--- src/design/selective_repeat_sender_window_macros.svh ---
// Assertion helpers shared by the RTL.
`ifndef SELECTIVE_REPEAT_SENDER_WINDOW_MACROS_SVH
`define SELECTIVE_REPEAT_SENDER_WINDOW_MACROS_SVH

// Check a property on every rising aclk edge outside of reset.
`define SRSW_ASSERT(lbl, prop, msg) \
    lbl: assert property (@(posedge aclk) disable iff (!aresetn) (prop)) else $error(msg);

// Check that a condition never holds outside of reset.
`define SRSW_NEVER(lbl, cond, msg) \
    lbl: assert property (@(posedge aclk) disable iff (!aresetn) !(cond)) else $error(msg);

`endif

--- src/design/srsw_pkg.sv ---
package srsw_pkg;

    localparam int SEQ_SPACE_DEF = 16;

    // window bookkeeping width, window never exceeds WIN_MAX slots
    localparam int CNT_W   = 4;
    localparam int WIN_MAX = 8;
    localparam logic [CNT_W-1:0] WIN_RESET = 4'd8;

    // slot states
    localparam logic [1:0] ST_UNSENT = 2'd0;
    localparam logic [1:0] ST_SENT   = 2'd1;
    localparam logic [1:0] ST_CONF   = 2'd2;

    // input modes
    localparam logic [1:0] MODE_SUBMIT = 2'd0;
    localparam logic [1:0] MODE_REPLY  = 2'd1;
    localparam logic [1:0] MODE_EXPIRE = 2'd2;

    // result actions
    localparam logic [1:0] ACT_STATUS = 2'd0;
    localparam logic [1:0] ACT_XMIT   = 2'd1;
    localparam logic [1:0] ACT_STOP   = 2'd2;

    typedef struct packed {
        logic       valid;
        logic [1:0] action;
        logic [3:0] seq_num;
        logic       accepted;
        logic [3:0] assigned;
        logic [3:0] outstanding;
        logic       last;
    } rslt_t;

endpackage

--- src/design/srsw_slot_mem.sv ---
module srsw_slot_mem #(
    parameter int DEPTH  = srsw_pkg::SEQ_SPACE_DEF,
    parameter int ADDR_W = 4
) (
    input  logic              aclk,
    input  logic              we,
    input  logic [ADDR_W-1:0] wr_addr,
    input  logic [1:0]        wr_data,
    input  logic              re,
    input  logic [ADDR_W-1:0] rd_addr,
    output logic [1:0]        rd_data
);

    logic [1:0] mem [DEPTH];
    logic [1:0] rd_data_reg;

    always_ff @(posedge aclk) begin
        if (we) begin
            mem[wr_addr] <= wr_data;
        end
        if (re) begin
            rd_data_reg <= mem[rd_addr];
        end
    end

    assign rd_data = rd_data_reg;

endmodule

--- src/design/srsw_mod_unit.sv ---
module srsw_mod_unit #(
    parameter int SEQ_SPACE = srsw_pkg::SEQ_SPACE_DEF,
    parameter int ADDR_W    = 4
) (
    input  logic [ADDR_W-1:0] x,
    input  logic [ADDR_W-1:0] base,
    output logic [ADDR_W-1:0] offs,
    output logic [ADDR_W-1:0] nxt
);

    logic [ADDR_W:0] diff;
    logic [ADDR_W:0] wrapped;

    // distance from base modulo the sequence space
    assign diff    = {1'b0, x} - {1'b0, base};
    assign wrapped = diff + (ADDR_W+1)'(SEQ_SPACE);
    assign offs    = diff[ADDR_W] ? wrapped[ADDR_W-1:0] : diff[ADDR_W-1:0];

    // successor with wrap at the end of the sequence space
    assign nxt = (x == ADDR_W'(SEQ_SPACE - 1)) ? '0 : x + 1'b1;

endmodule

--- src/design/srsw_ctrl.sv ---
module srsw_ctrl #(
    parameter int SEQ_SPACE = srsw_pkg::SEQ_SPACE_DEF,
    parameter int ADDR_W    = 4
) (
    input  logic                          aclk,
    input  logic                          aresetn,
    input  logic                          in_valid,
    output logic                          in_ready,
    input  logic [1:0]                    in_mode,
    input  logic [3:0]                    in_seq,
    input  logic                          in_ack,
    input  logic [srsw_pkg::CNT_W-1:0]    win_cfg,
    output srsw_pkg::rslt_t               push,
    input  logic                          out_free,
    output logic                          mem_we,
    output logic [ADDR_W-1:0]             mem_wr_addr,
    output logic [1:0]                    mem_wr_data,
    output logic                          mem_re,
    output logic [ADDR_W-1:0]             mem_rd_addr,
    input  logic [1:0]                    mem_rd_data,
    output logic [ADDR_W-1:0]             mu_x,
    output logic [ADDR_W-1:0]             mu_base,
    input  logic [ADDR_W-1:0]             mu_dist,
    input  logic [ADDR_W-1:0]             mu_nxt
);

    import srsw_pkg::*;

    localparam int WIN_CAP_I = (SEQ_SPACE / 2 < WIN_MAX) ? SEQ_SPACE / 2 : WIN_MAX;
    localparam logic [CNT_W-1:0] WIN_CAP = CNT_W'(WIN_CAP_I);
    localparam int CMP_W = ADDR_W + CNT_W;

    typedef enum logic [7:0] {
        S_IDLE      = 8'b0000_0001,
        S_EVT       = 8'b0000_0010,
        S_EVT_CHK   = 8'b0000_0100,
        S_SLIDE_RD  = 8'b0000_1000,
        S_SLIDE_CHK = 8'b0001_0000,
        S_SWEEP_RD  = 8'b0010_0000,
        S_SWEEP_CHK = 8'b0100_0000,
        S_DONE      = 8'b1000_0000
    } state_t;

    state_t            state_reg, state_next;
    logic [ADDR_W-1:0] cursor_reg, cursor_next;
    logic [ADDR_W-1:0] base_reg, base_next;
    logic [ADDR_W-1:0] ptr_reg, ptr_next;
    logic [CNT_W-1:0]  fill_reg, fill_next;
    logic [CNT_W-1:0]  count_reg, count_next;
    logic [CNT_W-1:0]  steps_reg, steps_next;
    logic [CNT_W-1:0]  win_reg, win_next;
    logic [1:0]        mode_reg, mode_next;
    logic [3:0]        seq_reg, seq_next;
    logic              ack_reg, ack_next;
    logic              accepted_reg, accepted_next;
    logic [3:0]        assigned_reg, assigned_next;
    logic              pend_valid_reg, pend_valid_next;
    logic [1:0]        pend_act_reg, pend_act_next;
    logic [3:0]        pend_seq_reg, pend_seq_next;

    logic [ADDR_W-1:0] seq_addr;
    logic              seq_ok;

    assign seq_addr = ADDR_W'(seq_reg);
    assign seq_ok   = int'(seq_reg) < SEQ_SPACE;
    assign mu_base  = base_reg;

    always_comb begin
        state_next      = state_reg;
        cursor_next     = cursor_reg;
        base_next       = base_reg;
        ptr_next        = ptr_reg;
        fill_next       = fill_reg;
        count_next      = count_reg;
        steps_next      = steps_reg;
        win_next        = win_reg;
        mode_next       = mode_reg;
        seq_next        = seq_reg;
        ack_next        = ack_reg;
        accepted_next   = accepted_reg;
        assigned_next   = assigned_reg;
        pend_valid_next = pend_valid_reg;
        pend_act_next   = pend_act_reg;
        pend_seq_next   = pend_seq_reg;
        in_ready        = 1'b0;
        mem_we          = 1'b0;
        mem_wr_addr     = ptr_reg;
        mem_wr_data     = ST_SENT;
        mem_re          = 1'b0;
        mem_rd_addr     = ptr_reg;
        mu_x            = ptr_reg;
        push            = '0;
        push.accepted   = accepted_reg;
        push.assigned   = assigned_reg;
        push.outstanding = count_reg;

        case (state_reg)
            S_IDLE: begin
                in_ready = 1'b1;
                if (in_valid) begin
                    mode_next       = in_mode;
                    seq_next        = in_seq;
                    ack_next        = in_ack;
                    win_next        = (win_cfg > WIN_CAP) ? WIN_CAP : win_cfg;
                    accepted_next   = 1'b0;
                    assigned_next   = '0;
                    pend_valid_next = 1'b0;
                    state_next      = S_EVT;
                end
            end
            S_EVT: begin
                steps_next = '0;
                state_next = S_SLIDE_RD;
                if (mode_reg == MODE_SUBMIT) begin
                    mu_x = cursor_reg;
                    if (fill_reg < win_reg) begin
                        mem_we        = 1'b1;
                        mem_wr_addr   = cursor_reg;
                        mem_wr_data   = ST_UNSENT;
                        accepted_next = 1'b1;
                        assigned_next = 4'(cursor_reg);
                        cursor_next   = mu_nxt;
                        count_next    = count_reg + 1'b1;
                        fill_next     = fill_reg + 1'b1;
                    end
                end else begin
                    mu_x = seq_addr;
                    // only written slots inside the window can be in flight
                    if ((mode_reg == MODE_REPLY || mode_reg == MODE_EXPIRE) && seq_ok &&
                        (CMP_W'(mu_dist) < CMP_W'(fill_reg))) begin
                        mem_re      = 1'b1;
                        mem_rd_addr = seq_addr;
                        state_next  = S_EVT_CHK;
                    end
                end
            end
            S_EVT_CHK: begin
                state_next = S_SLIDE_RD;
                if (mem_rd_data == ST_SENT) begin
                    mem_we      = 1'b1;
                    mem_wr_addr = seq_addr;
                    mem_wr_data = ST_UNSENT;
                    if (mode_reg == MODE_REPLY) begin
                        pend_valid_next = 1'b1;
                        pend_act_next   = ACT_STOP;
                        pend_seq_next   = seq_reg;
                        if (ack_reg) begin
                            mem_wr_data = ST_CONF;
                            if (count_reg != '0) begin
                                count_next = count_reg - 1'b1;
                            end
                        end
                    end
                end
            end
            S_SLIDE_RD: begin
                if (steps_reg < win_reg && fill_reg != '0) begin
                    mem_re      = 1'b1;
                    mem_rd_addr = base_reg;
                    state_next  = S_SLIDE_CHK;
                end else begin
                    ptr_next   = base_reg;
                    steps_next = '0;
                    state_next = S_SWEEP_RD;
                end
            end
            S_SLIDE_CHK: begin
                mu_x = base_reg;
                if (mem_rd_data == ST_CONF) begin
                    base_next  = mu_nxt;
                    fill_next  = fill_reg - 1'b1;
                    steps_next = steps_reg + 1'b1;
                    state_next = S_SLIDE_RD;
                end else begin
                    ptr_next   = base_reg;
                    steps_next = '0;
                    state_next = S_SWEEP_RD;
                end
            end
            S_SWEEP_RD: begin
                if (steps_reg < win_reg && steps_reg < fill_reg) begin
                    mem_re     = 1'b1;
                    state_next = S_SWEEP_CHK;
                end else begin
                    state_next = S_DONE;
                end
            end
            S_SWEEP_CHK: begin
                if (mem_rd_data == ST_UNSENT) begin
                    // hold while the previous result cannot be handed on
                    if (!pend_valid_reg || out_free) begin
                        mem_we          = 1'b1;
                        push.valid      = pend_valid_reg;
                        push.action     = pend_act_reg;
                        push.seq_num    = pend_seq_reg;
                        pend_valid_next = 1'b1;
                        pend_act_next   = ACT_XMIT;
                        pend_seq_next   = 4'(ptr_reg);
                        ptr_next        = mu_nxt;
                        steps_next      = steps_reg + 1'b1;
                        state_next      = S_SWEEP_RD;
                    end
                end else begin
                    ptr_next   = mu_nxt;
                    steps_next = steps_reg + 1'b1;
                    state_next = S_SWEEP_RD;
                end
            end
            S_DONE: begin
                if (out_free) begin
                    push.valid   = 1'b1;
                    push.last    = 1'b1;
                    push.action  = pend_valid_reg ? pend_act_reg : ACT_STATUS;
                    push.seq_num = pend_valid_reg ? pend_seq_reg : 4'd0;
                    state_next   = S_IDLE;
                end
            end
            default: begin
                state_next = S_IDLE;
            end
        endcase
    end

    always_ff @(posedge aclk) begin
        if (!aresetn) begin
            state_reg      <= S_IDLE;
            cursor_reg     <= '0;
            base_reg       <= '0;
            fill_reg       <= '0;
            count_reg      <= '0;
            pend_valid_reg <= 1'b0;
        end else begin
            state_reg      <= state_next;
            cursor_reg     <= cursor_next;
            base_reg       <= base_next;
            fill_reg       <= fill_next;
            count_reg      <= count_next;
            pend_valid_reg <= pend_valid_next;
        end
    end

    always_ff @(posedge aclk) begin
        ptr_reg      <= ptr_next;
        steps_reg    <= steps_next;
        win_reg      <= win_next;
        mode_reg     <= mode_next;
        seq_reg      <= seq_next;
        ack_reg      <= ack_next;
        accepted_reg <= accepted_next;
        assigned_reg <= assigned_next;
        pend_act_reg <= pend_act_next;
        pend_seq_reg <= pend_seq_next;
    end

endmodule

--- src/design/selective_repeat_sender_window.sv ---
// Selective-repeat ARQ sender window. Each input word is a submit, a receiver
// reply (ACK/NACK) or a timer expiry; the block updates the per-sequence slot
// states, slides the window base over confirmed slots and then sweeps the
// window, emitting one transmit command per unsent slot. A reply to a sent
// slot first yields a stop-timer command. Every input word yields at least one
// result word, the final one flagged by m_tlast; an input that causes no
// command yields a single status word. An accepted input word keeps s_tready
// low until its final result word is loaded into the output register. Slot
// states sit in the single slot-state memory, which is read once per slot
// visited, and one shared modular step unit gives distances and successors.
// The block stalls only while m_tready holds off a result. s_tready is high
// only between items. No clearing pass runs after reset: only slots written
// since reset are ever looked at. window_size is taken from cfg_wdata on
// cfg_we, clamped to 8 and to SEQ_SPACE/2, and is sampled when an input word
// is accepted.
`include "selective_repeat_sender_window_macros.svh"

module selective_repeat_sender_window #(
    parameter int SEQ_SPACE = srsw_pkg::SEQ_SPACE_DEF
) (
    input  logic        aclk,
    input  logic        aresetn,
    input  logic        cfg_we,
    input  logic [3:0]  cfg_wdata,   // window_size
    input  logic        s_tvalid,
    output logic        s_tready,
    input  logic [7:0]  s_tdata,     // [3:0] seq_num, [7:4] zero
    input  logic [2:0]  s_tuser,     // [1:0] mode, [2] is_ack
    output logic        m_tvalid,
    input  logic        m_tready,
    output logic [15:0] m_tdata,     // [3:0] seq_num_out, [4] accepted,
                                     // [8:5] assigned_seq, [12:9] outstanding,
                                     // [15:13] zero
    output logic [1:0]  m_tuser,     // [1:0] action
    output logic        m_tlast
);

    import srsw_pkg::*;

    localparam int ADDR_W = $clog2(SEQ_SPACE);

    logic [CNT_W-1:0]  win_cfg_reg;
    rslt_t             push;
    logic              out_free;

    logic              mem_we;
    logic [ADDR_W-1:0] mem_wr_addr;
    logic [1:0]        mem_wr_data;
    logic              mem_re;
    logic [ADDR_W-1:0] mem_rd_addr;
    logic [1:0]        mem_rd_data;
    logic [ADDR_W-1:0] mu_x;
    logic [ADDR_W-1:0] mu_base;
    logic [ADDR_W-1:0] mu_dist;
    logic [ADDR_W-1:0] mu_nxt;

    logic              m_valid_reg;
    logic [1:0]        m_action_reg;
    logic [3:0]        m_seq_reg;
    logic              m_accepted_reg;
    logic [3:0]        m_assigned_reg;
    logic [3:0]        m_outstanding_reg;
    logic              m_last_reg;

    // window size register
    always_ff @(posedge aclk) begin
        if (!aresetn) begin
            win_cfg_reg <= WIN_RESET;
        end else if (cfg_we) begin
            win_cfg_reg <= cfg_wdata;
        end
    end

    srsw_slot_mem #(
        .DEPTH  (SEQ_SPACE),
        .ADDR_W (ADDR_W)
    ) u_mem (
        .aclk    (aclk),
        .we      (mem_we),
        .wr_addr (mem_wr_addr),
        .wr_data (mem_wr_data),
        .re      (mem_re),
        .rd_addr (mem_rd_addr),
        .rd_data (mem_rd_data)
    );

    srsw_mod_unit #(
        .SEQ_SPACE (SEQ_SPACE),
        .ADDR_W    (ADDR_W)
    ) u_mod (
        .x    (mu_x),
        .base (mu_base),
        .offs (mu_dist),
        .nxt  (mu_nxt)
    );

    srsw_ctrl #(
        .SEQ_SPACE (SEQ_SPACE),
        .ADDR_W    (ADDR_W)
    ) u_ctrl (
        .aclk        (aclk),
        .aresetn     (aresetn),
        .in_valid    (s_tvalid),
        .in_ready    (s_tready),
        .in_mode     (s_tuser[1:0]),
        .in_seq      (s_tdata[3:0]),
        .in_ack      (s_tuser[2]),
        .win_cfg     (win_cfg_reg),
        .push        (push),
        .out_free    (out_free),
        .mem_we      (mem_we),
        .mem_wr_addr (mem_wr_addr),
        .mem_wr_data (mem_wr_data),
        .mem_re      (mem_re),
        .mem_rd_addr (mem_rd_addr),
        .mem_rd_data (mem_rd_data),
        .mu_x        (mu_x),
        .mu_base     (mu_base),
        .mu_dist     (mu_dist),
        .mu_nxt      (mu_nxt)
    );

    // Output register: load a new word when empty or being drained,
    // otherwise hold until the sink takes it.
    assign out_free = !m_valid_reg || m_tready;

    always_ff @(posedge aclk) begin
        if (!aresetn) begin
            m_valid_reg <= 1'b0;
        end else if (push.valid) begin
            m_valid_reg <= 1'b1;
        end else if (m_tready) begin
            m_valid_reg <= 1'b0;
        end
    end

    always_ff @(posedge aclk) begin
        if (push.valid) begin
            m_action_reg      <= push.action;
            m_seq_reg         <= push.seq_num;
            m_accepted_reg    <= push.accepted;
            m_assigned_reg    <= push.assigned;
            m_outstanding_reg <= push.outstanding;
            m_last_reg        <= push.last;
        end
    end

    assign m_tvalid = m_valid_reg;
    assign m_tdata  = {3'b000, m_outstanding_reg, m_assigned_reg, m_accepted_reg, m_seq_reg};
    assign m_tuser  = m_action_reg;
    assign m_tlast  = m_last_reg;

    // an accepted word keeps the block busy for at least the next cycle
    `SRSW_ASSERT(a_busy_after_accept, (s_tvalid && s_tready) |=> !s_tready, "ready after accept")
    // outstanding never exceeds the largest window
    `SRSW_NEVER(a_outstanding_max, m_tvalid && (m_tdata[12:9] > 4'd8), "outstanding above 8")
    // a status word is always the only word of its item
    `SRSW_ASSERT(a_status_last, (m_tvalid && (m_tuser == ACT_STATUS)) |-> m_tlast,
        "status not last")
    // a taken submit never stops a timer
    `SRSW_NEVER(a_submit_no_stop, m_tvalid && m_tdata[4] && (m_tuser == ACT_STOP),
        "stop on submit")

endmodule

--- config.mk ---
export PLATFORM = sky130hd
export DESIGN_NAME = selective_repeat_sender_window
export DESIGN_NICKNAME = d
export VERILOG_FILES = /design/src/design/srsw_pkg.sv /design/src/design/srsw_slot_mem.sv /design/src/design/srsw_mod_unit.sv /design/src/design/srsw_ctrl.sv /design/src/design/selective_repeat_sender_window.sv
export VERILOG_INCLUDE_DIRS = /design/src /design/src/design
export SDC_FILE = /design/constraint.sdc
export NUM_CORES = 1
export LEC_CHECK = 0
export BUFFER_PORTS_ARGS = -buffer_cell sky130_fd_sc_hd__buf_2
export CAP_MARGIN = 20
export CORE_MARGIN = 5
export CORE_UTILIZATION = 60
export CTS_BUF_LIST = sky130_fd_sc_hd__clkbuf_16
export DETAILED_ROUTE_END_ITERATION = 12
export GPL_TIMING_DRIVEN = 0
export PLACE_DENSITY_LB_ADDON = 0.05
export SLEW_MARGIN = 20
export SYNTH_ARGS = -nofsm -noshare
export SYNTH_HDL_FRONTEND = slang
export SYNTH_SLANG_ARGS = --single-unit
--- constraint.sdc ---
create_clock -name aclk -period 5.35 [get_ports aclk]
set_input_delay 0.2675 -clock aclk [delete_from_list [all_inputs] [get_ports aclk]]
set_output_delay 0.2675 -clock aclk [all_outputs]
set_load 0.02 [all_outputs]
==> After elaboration in Yosys (flattened, before gate mapping) <==
Memories as Yosys holds them, arrays and structs flattened. A register that Yosys moved wholly into a read port is not among the register bits.
Cells that the tools add are included.
{ "totals": {"input_bits": 20, "wordCells": 191, "ff_bits": 76, "n_memories": 1, "ram_bits": 32} }
{ "classes": {"muxes": 95, "n_addsub": 8, "n_reduce_logical": 31, "n_lt_le_gt_ge": 5, "n_eq_ne": 27} }
{ "memory_table": {"columns": ["name", "words", "width", "rd", "rd_clocked_by_memory_dff", "wr", "line", "source"], "rows": [
  ["u_mem.mem", 16, 2, 1, 1, 1, "srsw_slot_mem.sv:14", "logic [1:0] mem [DEPTH];"]
]} }
{ "op_table": {"columns": ["cell", "n"], "rows": [
  ["two-way mux 4 bit", 35],
  ["case mux 8 bit (8 select lines)", 1],
  ["case mux 4 bit (2 select lines)", 7],
  ["two-way mux 8 bit", 6],
  ["two-way mux 1 bit", 23],
  ["two-way mux 7 bit", 3],
  ["adder 4 x 1 -> 4 bit (second input constant)", 5],
  ["inequality test 2 x 1 -> 1 bit (second input constant)", 10],
  ["two-way mux 2 bit", 9],
  ["< comparator 4 bit", 4],
  ["case mux 4 bit (4 select lines)", 1],
  ["case mux 7 bit (2 select lines)", 1],
  ["two-way mux 6 bit", 2],
  ["case mux 4 bit (3 select lines)", 1],
  ["AND reduction 4 bit", 3],
  ["nonzero test 4 bit", 3],
  ["nonzero test 2 bit", 5],
  ["case mux 1 bit (3 select lines)", 3],
  ["AND reduction 3 bit", 3],
  ["equality test 8 x 1 -> 1 bit (second input constant)", 1],
  ["equality test 8 x 2 -> 1 bit (second input constant)", 1],
  ["equality test 8 x 3 -> 1 bit (second input constant)", 1],
  ["equality test 8 x 4 -> 1 bit (second input constant)", 1],
  ["equality test 8 x 5 -> 1 bit (second input constant)", 1],
  ["22 further kinds", 36]
]} }

==> Longest topological paths before layout <==
{ "logic_depth": {"word_depth": 11, "mapped_depth": 23, "ltp_nobuf": 21} }

==> By module <==
From an unflattened synthesis, not the netlist that was laid out.
{ "unflattened": {"cells_unflattened": 491, "area_unflattened_um2": 5591.6} }
{ "modules_own_cells": {"columns": ["module", "area_per_inst_um2", "instances", "cells_each"], "rows": [
  ["srsw_ctrl", 3308.2, 1, 352],
  ["srsw_slot_mem", 1400.1, 1, 78],
  ["selective_repeat_sender_window", 713.2, 1, 38],
  ["srsw_mod_unit", 170.2, 1, 23]
]} }

==> Least setup slack after synthesis <==
OpenSTA, ideal clock, no wires.
{ "synth_timing": {"path_kind": "reg2reg", "from": "register u_ctrl.state_reg[0]", "to": "register u_mem.rd_data_reg[0], in the netlist u_mem.rd_data[0], read port of u_mem.mem, data pin", "required_ns": 5.079, "n_path_buf": 2, "path_stages_with_launch": 22, "arrival_time_ns": 4.598, "slack_ns": 0.481, "period_less_slack_ns": 4.869, "cell_sequence": "dfxtp_1 or4_4 buf_6 or3_4 clkinv_4 nor2_4 a211o_1 ha_1 a21o_1 a21oi_1 xnor2_1 xnor2_1 ha_1 o21a_1 o31ai_1 and3_1 buf_6 o311ai_1 mux2i_1 mux2i_1 a22oi_2 o221ai_1"} }
{ "synth_via": {"elab_chain_len": 10} }
{ "synth_rtl": {"columns": ["item", "line", "source"], "rows": [
  ["start, declared", "srsw_ctrl.sv:44", "state_t state_reg, state_next;"],
  ["start signal, assigned", "srsw_ctrl.sv:233", "state_reg <= state_next;"],
  ["equality test 8 x 5 -> 1 bit / equality test 8 x 2 -> 1 bit (equally long branches)", "srsw_ctrl.sv:97", "case (state_reg)"],
  ["case mux 4 bit (2 select lines)", "srsw_ctrl.sv:97", null],
  ["subtractor 4 x 4 -> 5 bit", "srsw_mod_unit.sv:15", "assign diff = {1'b0, x} - {1'b0, base};"],
  ["adder 4 x 1 -> 4 bit", "srsw_mod_unit.sv:16", "assign wrapped = diff + (ADDR_W+1)'(SEQ_SPACE);"],
  ["two-way mux 4 bit", "srsw_mod_unit.sv:17", "assign offs = diff[ADDR_W] ? wrapped[ADDR_W-1:0] : diff[ADDR_W-1:0];"],
  ["< comparator 4 bit", "srsw_ctrl.sv:130", "(CMP_W'(mu_dist) < CMP_W'(fill_reg))) begin"],
  ["logical AND 1 bit", "srsw_ctrl.sv:129", "if ((mode_reg == MODE_REPLY || mode_reg == MODE_EXPIRE) && seq_ok &&"],
  ["two-way mux 1 bit / two-way mux 4 bit (equally long branches)", "srsw_ctrl.sv:129", null],
  ["two-way mux 1 bit / two-way mux 4 bit (equally long branches)", "srsw_ctrl.sv:114", "if (mode_reg == MODE_SUBMIT) begin"],
  ["case mux 1 bit (3 select lines) / case mux 4 bit (2 select lines) (equally long branches)", "srsw_ctrl.sv:97", null],
  ["end, declared", "srsw_slot_mem.sv:15", "logic [1:0] rd_data_reg;"]
]} }
Several ways; a longest one is shown, not always the timed one.
A chain may end at the register's enable or synchronous reset.

==> Final worst setup path <==
{ "layout_timing": {"from": "register u_ctrl.state_reg[7]", "to": "register u_mem.rd_data_reg[1], in the netlist u_mem.rd_data[1], read port of u_mem.mem, data pin"} }
The elaborated chain is that of the path after synthesis.

==> impl_metrics.csv <==
group,metric,value,unit
status,status,"completed",
floorplanning,row_count,35,
routing,vias,3977,
yosys,synth-simple-area-share,0.173,
timing,skew,0.0103,ns
setup_path,slowest_stage,"or4_4",
layout,fin_nets,589,
layout,drive_gt1_frac,0.182,
routing,wl,12300,um
timing,rsz0062_at_grt,"no",
timing,period_needed,5.17,ns
yosys,syn_avg_cell_area,11.4,um2
routing,drt_iter0_drc,352,
global_route,grt_max_degree,22,
placed_design,port_buffers,31,
global_route,grtUsageTotal,0.225,
routing,vias_per_cell,6.03,
layout,seqCellArea,3000,um2
global_route,grt_pass1_vias,3908,
yosys,synth_top_family_by_area,"simple AND/OR/NAND/NOR gates",
timing,finalSetupTns,0,ns
floorplanning,core,9200,um2
timing,relSlewSlack,0.315,
cts,cts_tree,"built",
yosys,synth.distinct_cells,80,
setup_path,endpoint_kind,"flop",
cts,clk_pin_slew,0.08,ns
global_route,grt_pass1_wl,20000,um
cts,clk_latency,0.35,ns
timing,drv_slew,0,
global_route,overflow,0,
placed_design,dp_hpwl,8830,um
timing,fmax,194,MHz
timing,fin_hold_ws,0.0909,ns
min_path,hp-class,"primary input to flop",
yosys,syn_inst,494,
power_and_ir_drop,ir_drop,0.199,mV
cts,cts_max_level,3,
setup_path,startpoint_type,"flop",
yosys,synth_enable_flop_cells,80,
yosys,synthAdderAreaFrac,0.0616,
layout,num-fill-cells,688,
routing,dr.pass1.iters,7,
cts,cts_buffers,9,
yosys,syn_area,5650,um2
timing,tightest_slew,1.00,ns
yosys,synth_mux_area_frac,0.0454,
min_path,min_path_cells,1,
setup_path,crit_fanout,9,
layout,num_antenna_cells,0,
cts,clockBufferDepth,2,
layout,area_delta_synth_final,12.7,%
floorplanning,die_h,107,um
yosys,synth-seq-cells,110,
floorplanning,die-area,11500,um2
min_path,hold-path-endpoint,"u_ctrl.seq_addr[1]",
setup_path,cp.arrival,5.25,ns
floorplanning,die_w,107,um
floorplanning,start_util,0.614,
flow_run,maxCapViolCount,0,
cts,cts.sinks,110,
cts,cts.hold.buffers_added,0,
placed_design,place.gp.congestion,0.874,
setup_path,crit_required,5.43,ns
cts,cts-root-buf,"clkbuf_16",
yosys,synth_compound_area_frac,0.129,
global_route,antenna_found_initial,0,
routing,drc_errors,0,
routing,wl_per_cell,18.6,um
setup_path,crit_path_cell_trace,"or4_4, buf_6, or3_4, clkinv_4, nor2_4, a211o_1, clkinv_1, ha_1, fa_1, inv_1, ha_1, a21boi_0, o31ai_2, and3_1, buf_6, nor3_4, nor2_4, mux2_2, o211ai_1, nand4_1",
timing,fin_crit_sh,0.965,
layout,multi_input_area,2490,um2
min_path,hp-start,"s_tdata[1]",
setup_path,reg2reg_slack,0.18,ns
layout,largest_reg_flops,32,
yosys,synth.area.top_cells,"edfxtp_1, dfxtp_1, ha_1, mux2i_1, nor2_1",
setup_path,worst_r2r_endpoint,"u_mem.rd_data[1]",
routing,ant_nets,0,
yosys,synth_top_area_frac,0.425,
yosys,yosys.area.top_type,"edfxtp_1",
yosys,async_flop_share,0,
yosys,ys.flop_type,"edfxtp_1",
yosys,yosysSeqAreaShare,0.532,
timing,setup_violations,0,
floorplanning,ioPinCount,41,
setup_path,reg2regPathDepth,20,
setup_path,path_class,"flop to flop",
setup_path,max_stage_delay,0.54,ns
yosys,yosys_warnings,0,
setup_path,timing.rr.start,"u_ctrl.state_reg[7]",
timing,hold_viol_final,0,
power_and_ir_drop,power_per_cell_area,277,nW/um2
power_and_ir_drop,static-leakage-power,2.49,nW
yosys,synthXorXnorAreaFrac,0.0202,
[power by group]
group	internal (mW)	switching [mW]	total, mW
Clock	0.379	0.332	0.711
Combinational	0.0443	0.0666	0.111
Sequential	0.928	0.0137	0.942
Total	1.35	0.412	1.76
[cell usage after synthesis (3+ instances only)]
| cell type | number |
|---|---|
| xor2_1 | 4 |
| buf_6 | 3 |
| nand2b_1 | 10 |
| o21a_1 | 3 |
| fa_1 | 3 |
| nand2_1 | 35 |
| o211ai_1 | 10 |
| nor2_1 | 42 |
| o21ai_0 | 21 |
| a21o_1 | 7 |
| nor2b_1 | 18 |
| ha_1 | 23 |
| a21boi_0 | 3 |
| edfxtp_1 | 80 |
| xnor2_1 | 9 |
| mux2_2 | 5 |
| a221oi_1 | 3 |
| and2_1 | 19 |
| nor3_1 | 7 |
| nor2_4 | 3 |
| or3_1 | 7 |
| clkbuf_1 | 7 |
| a222oi_1 | 3 |
| mux2i_1 | 20 |
| nor4_1 | 5 |
| a21oi_1 | 17 |
| o211a_1 | 3 |
| nor3b_1 | 3 |
| nand3_1 | 6 |
| buf_4 | 4 |
| dfxtp_1 | 30 |
| inv_1 | 25 |
[layer usage]
metal,wire length (um),track usage,vias up
met4,231,0.0731,0
met2,5690,0.362,147
met5,0,0,-
li1,-,-,1887
met3,790,0.0391,26
met1,5580,0.310,1917
[cell usage in the layout (no fill, tap or decap), types with 3 or more instances in the layout]
cell	synthesis	layout
edfxtp_1	80	80
nor2_1	42	40
nand2_1	35	35
buf_2	0	31
dfxtp_1	30	29
inv_1	25	25
ha_1	23	23
o21ai_0	21	21
mux2i_1	20	20
and2_1	19	19
nor2b_1	18	18
a21oi_1	17	17
nand2b_1	10	10
o211ai_1	10	10
xnor2_1	9	9
buf_4	4	9
clkbuf_16	0	9
a21o_1	7	7
or3_1	7	7
clkbuf_1	7	7
nand3_1	6	6
nor3_1	7	6
nor4_1	5	5
mux2_2	5	5
xor2_1	4	4
o21a_1	3	3
a21boi_0	3	3
nor3b_1	3	3
buf_6	3	3
nor2_4	3	3
nor2_2	1	3
a222oi_1	3	3
o211a_1	3	3
fa_1	3	3
conb_1	1	3
[cell type report]
| type | count | share of cell area |
|---|---|---|
| well taps | 111 | 0.0218 |
| clock buffers | 9 | 0.0354 |
| repair buffers | 36 | 0.0303 |
| clock inverters | 7 | 0.0157 |
| plain buffers | 15 | 0.0147 |
| multi-input cells | 341 | 0.391 |
| flip-flops and latches | 110 | 0.472 |
| inverters | 30 | 0.0189 |
[metrics by stage]
stage                     worst slack, ns  cell area [um2]  instances   util  total power, mW
after global placement             -0.203             5950        638  0.647             1.06
after CTS                        0.000141             6290        654  0.684             1.77
final                               0.185             6360        659  0.692             1.76
after detailed placement           -0.257             5950        638  0.647             1.07
after floorplan                     0.481             5660        496      -             1.03
after global routing              0.00397             6360        659  0.692             1.82
[worst max-delay path, delay by kind of cell, from the launching register on]
kind,cells,cell delay [ns]
simple gates,7,1.69
compound gates,4,1.11
flops,1,0.34
buf+inv,5,0.58
fa+ha+maj,3,0.79
mux,1,0.37
[cell families after synthesis]
logic type	after synthesis
AO/OA/AOI/OAI	97
XOR/XNOR	13
adder cells (fa/ha/maj)	26
buffers and inverters	45
flip-flops	110
multiplexers	25
other	1
AND/OR/NAND/NOR	177
[worst max path at each step]
stage / from / end / depth (start not counted)
global placement: u_ctrl.state_reg[0] / u_mem.rd_data[0] / 23
detailed placement: u_ctrl.state_reg[0] / u_mem.rd_data[0] / 23
global route: u_ctrl.state_reg[7] / u_mem.rd_data[1] / 24
floorplan: u_ctrl.state_reg[0] / u_mem.rd_data[0] / 21
finish: u_ctrl.state_reg[7] / u_mem.rd_data[1] / 20
CTS: u_ctrl.state_reg[0] / u_mem.rd_data[1] / 20
[repair_timing]
item,4_1_cts,5_1_grt
setup buffers,0,5
pin swaps,0,5
resized for setup,2,6
endpoints found under the setup margin,2,2
No activity file was read; power rests on OpenSTA's default activity.
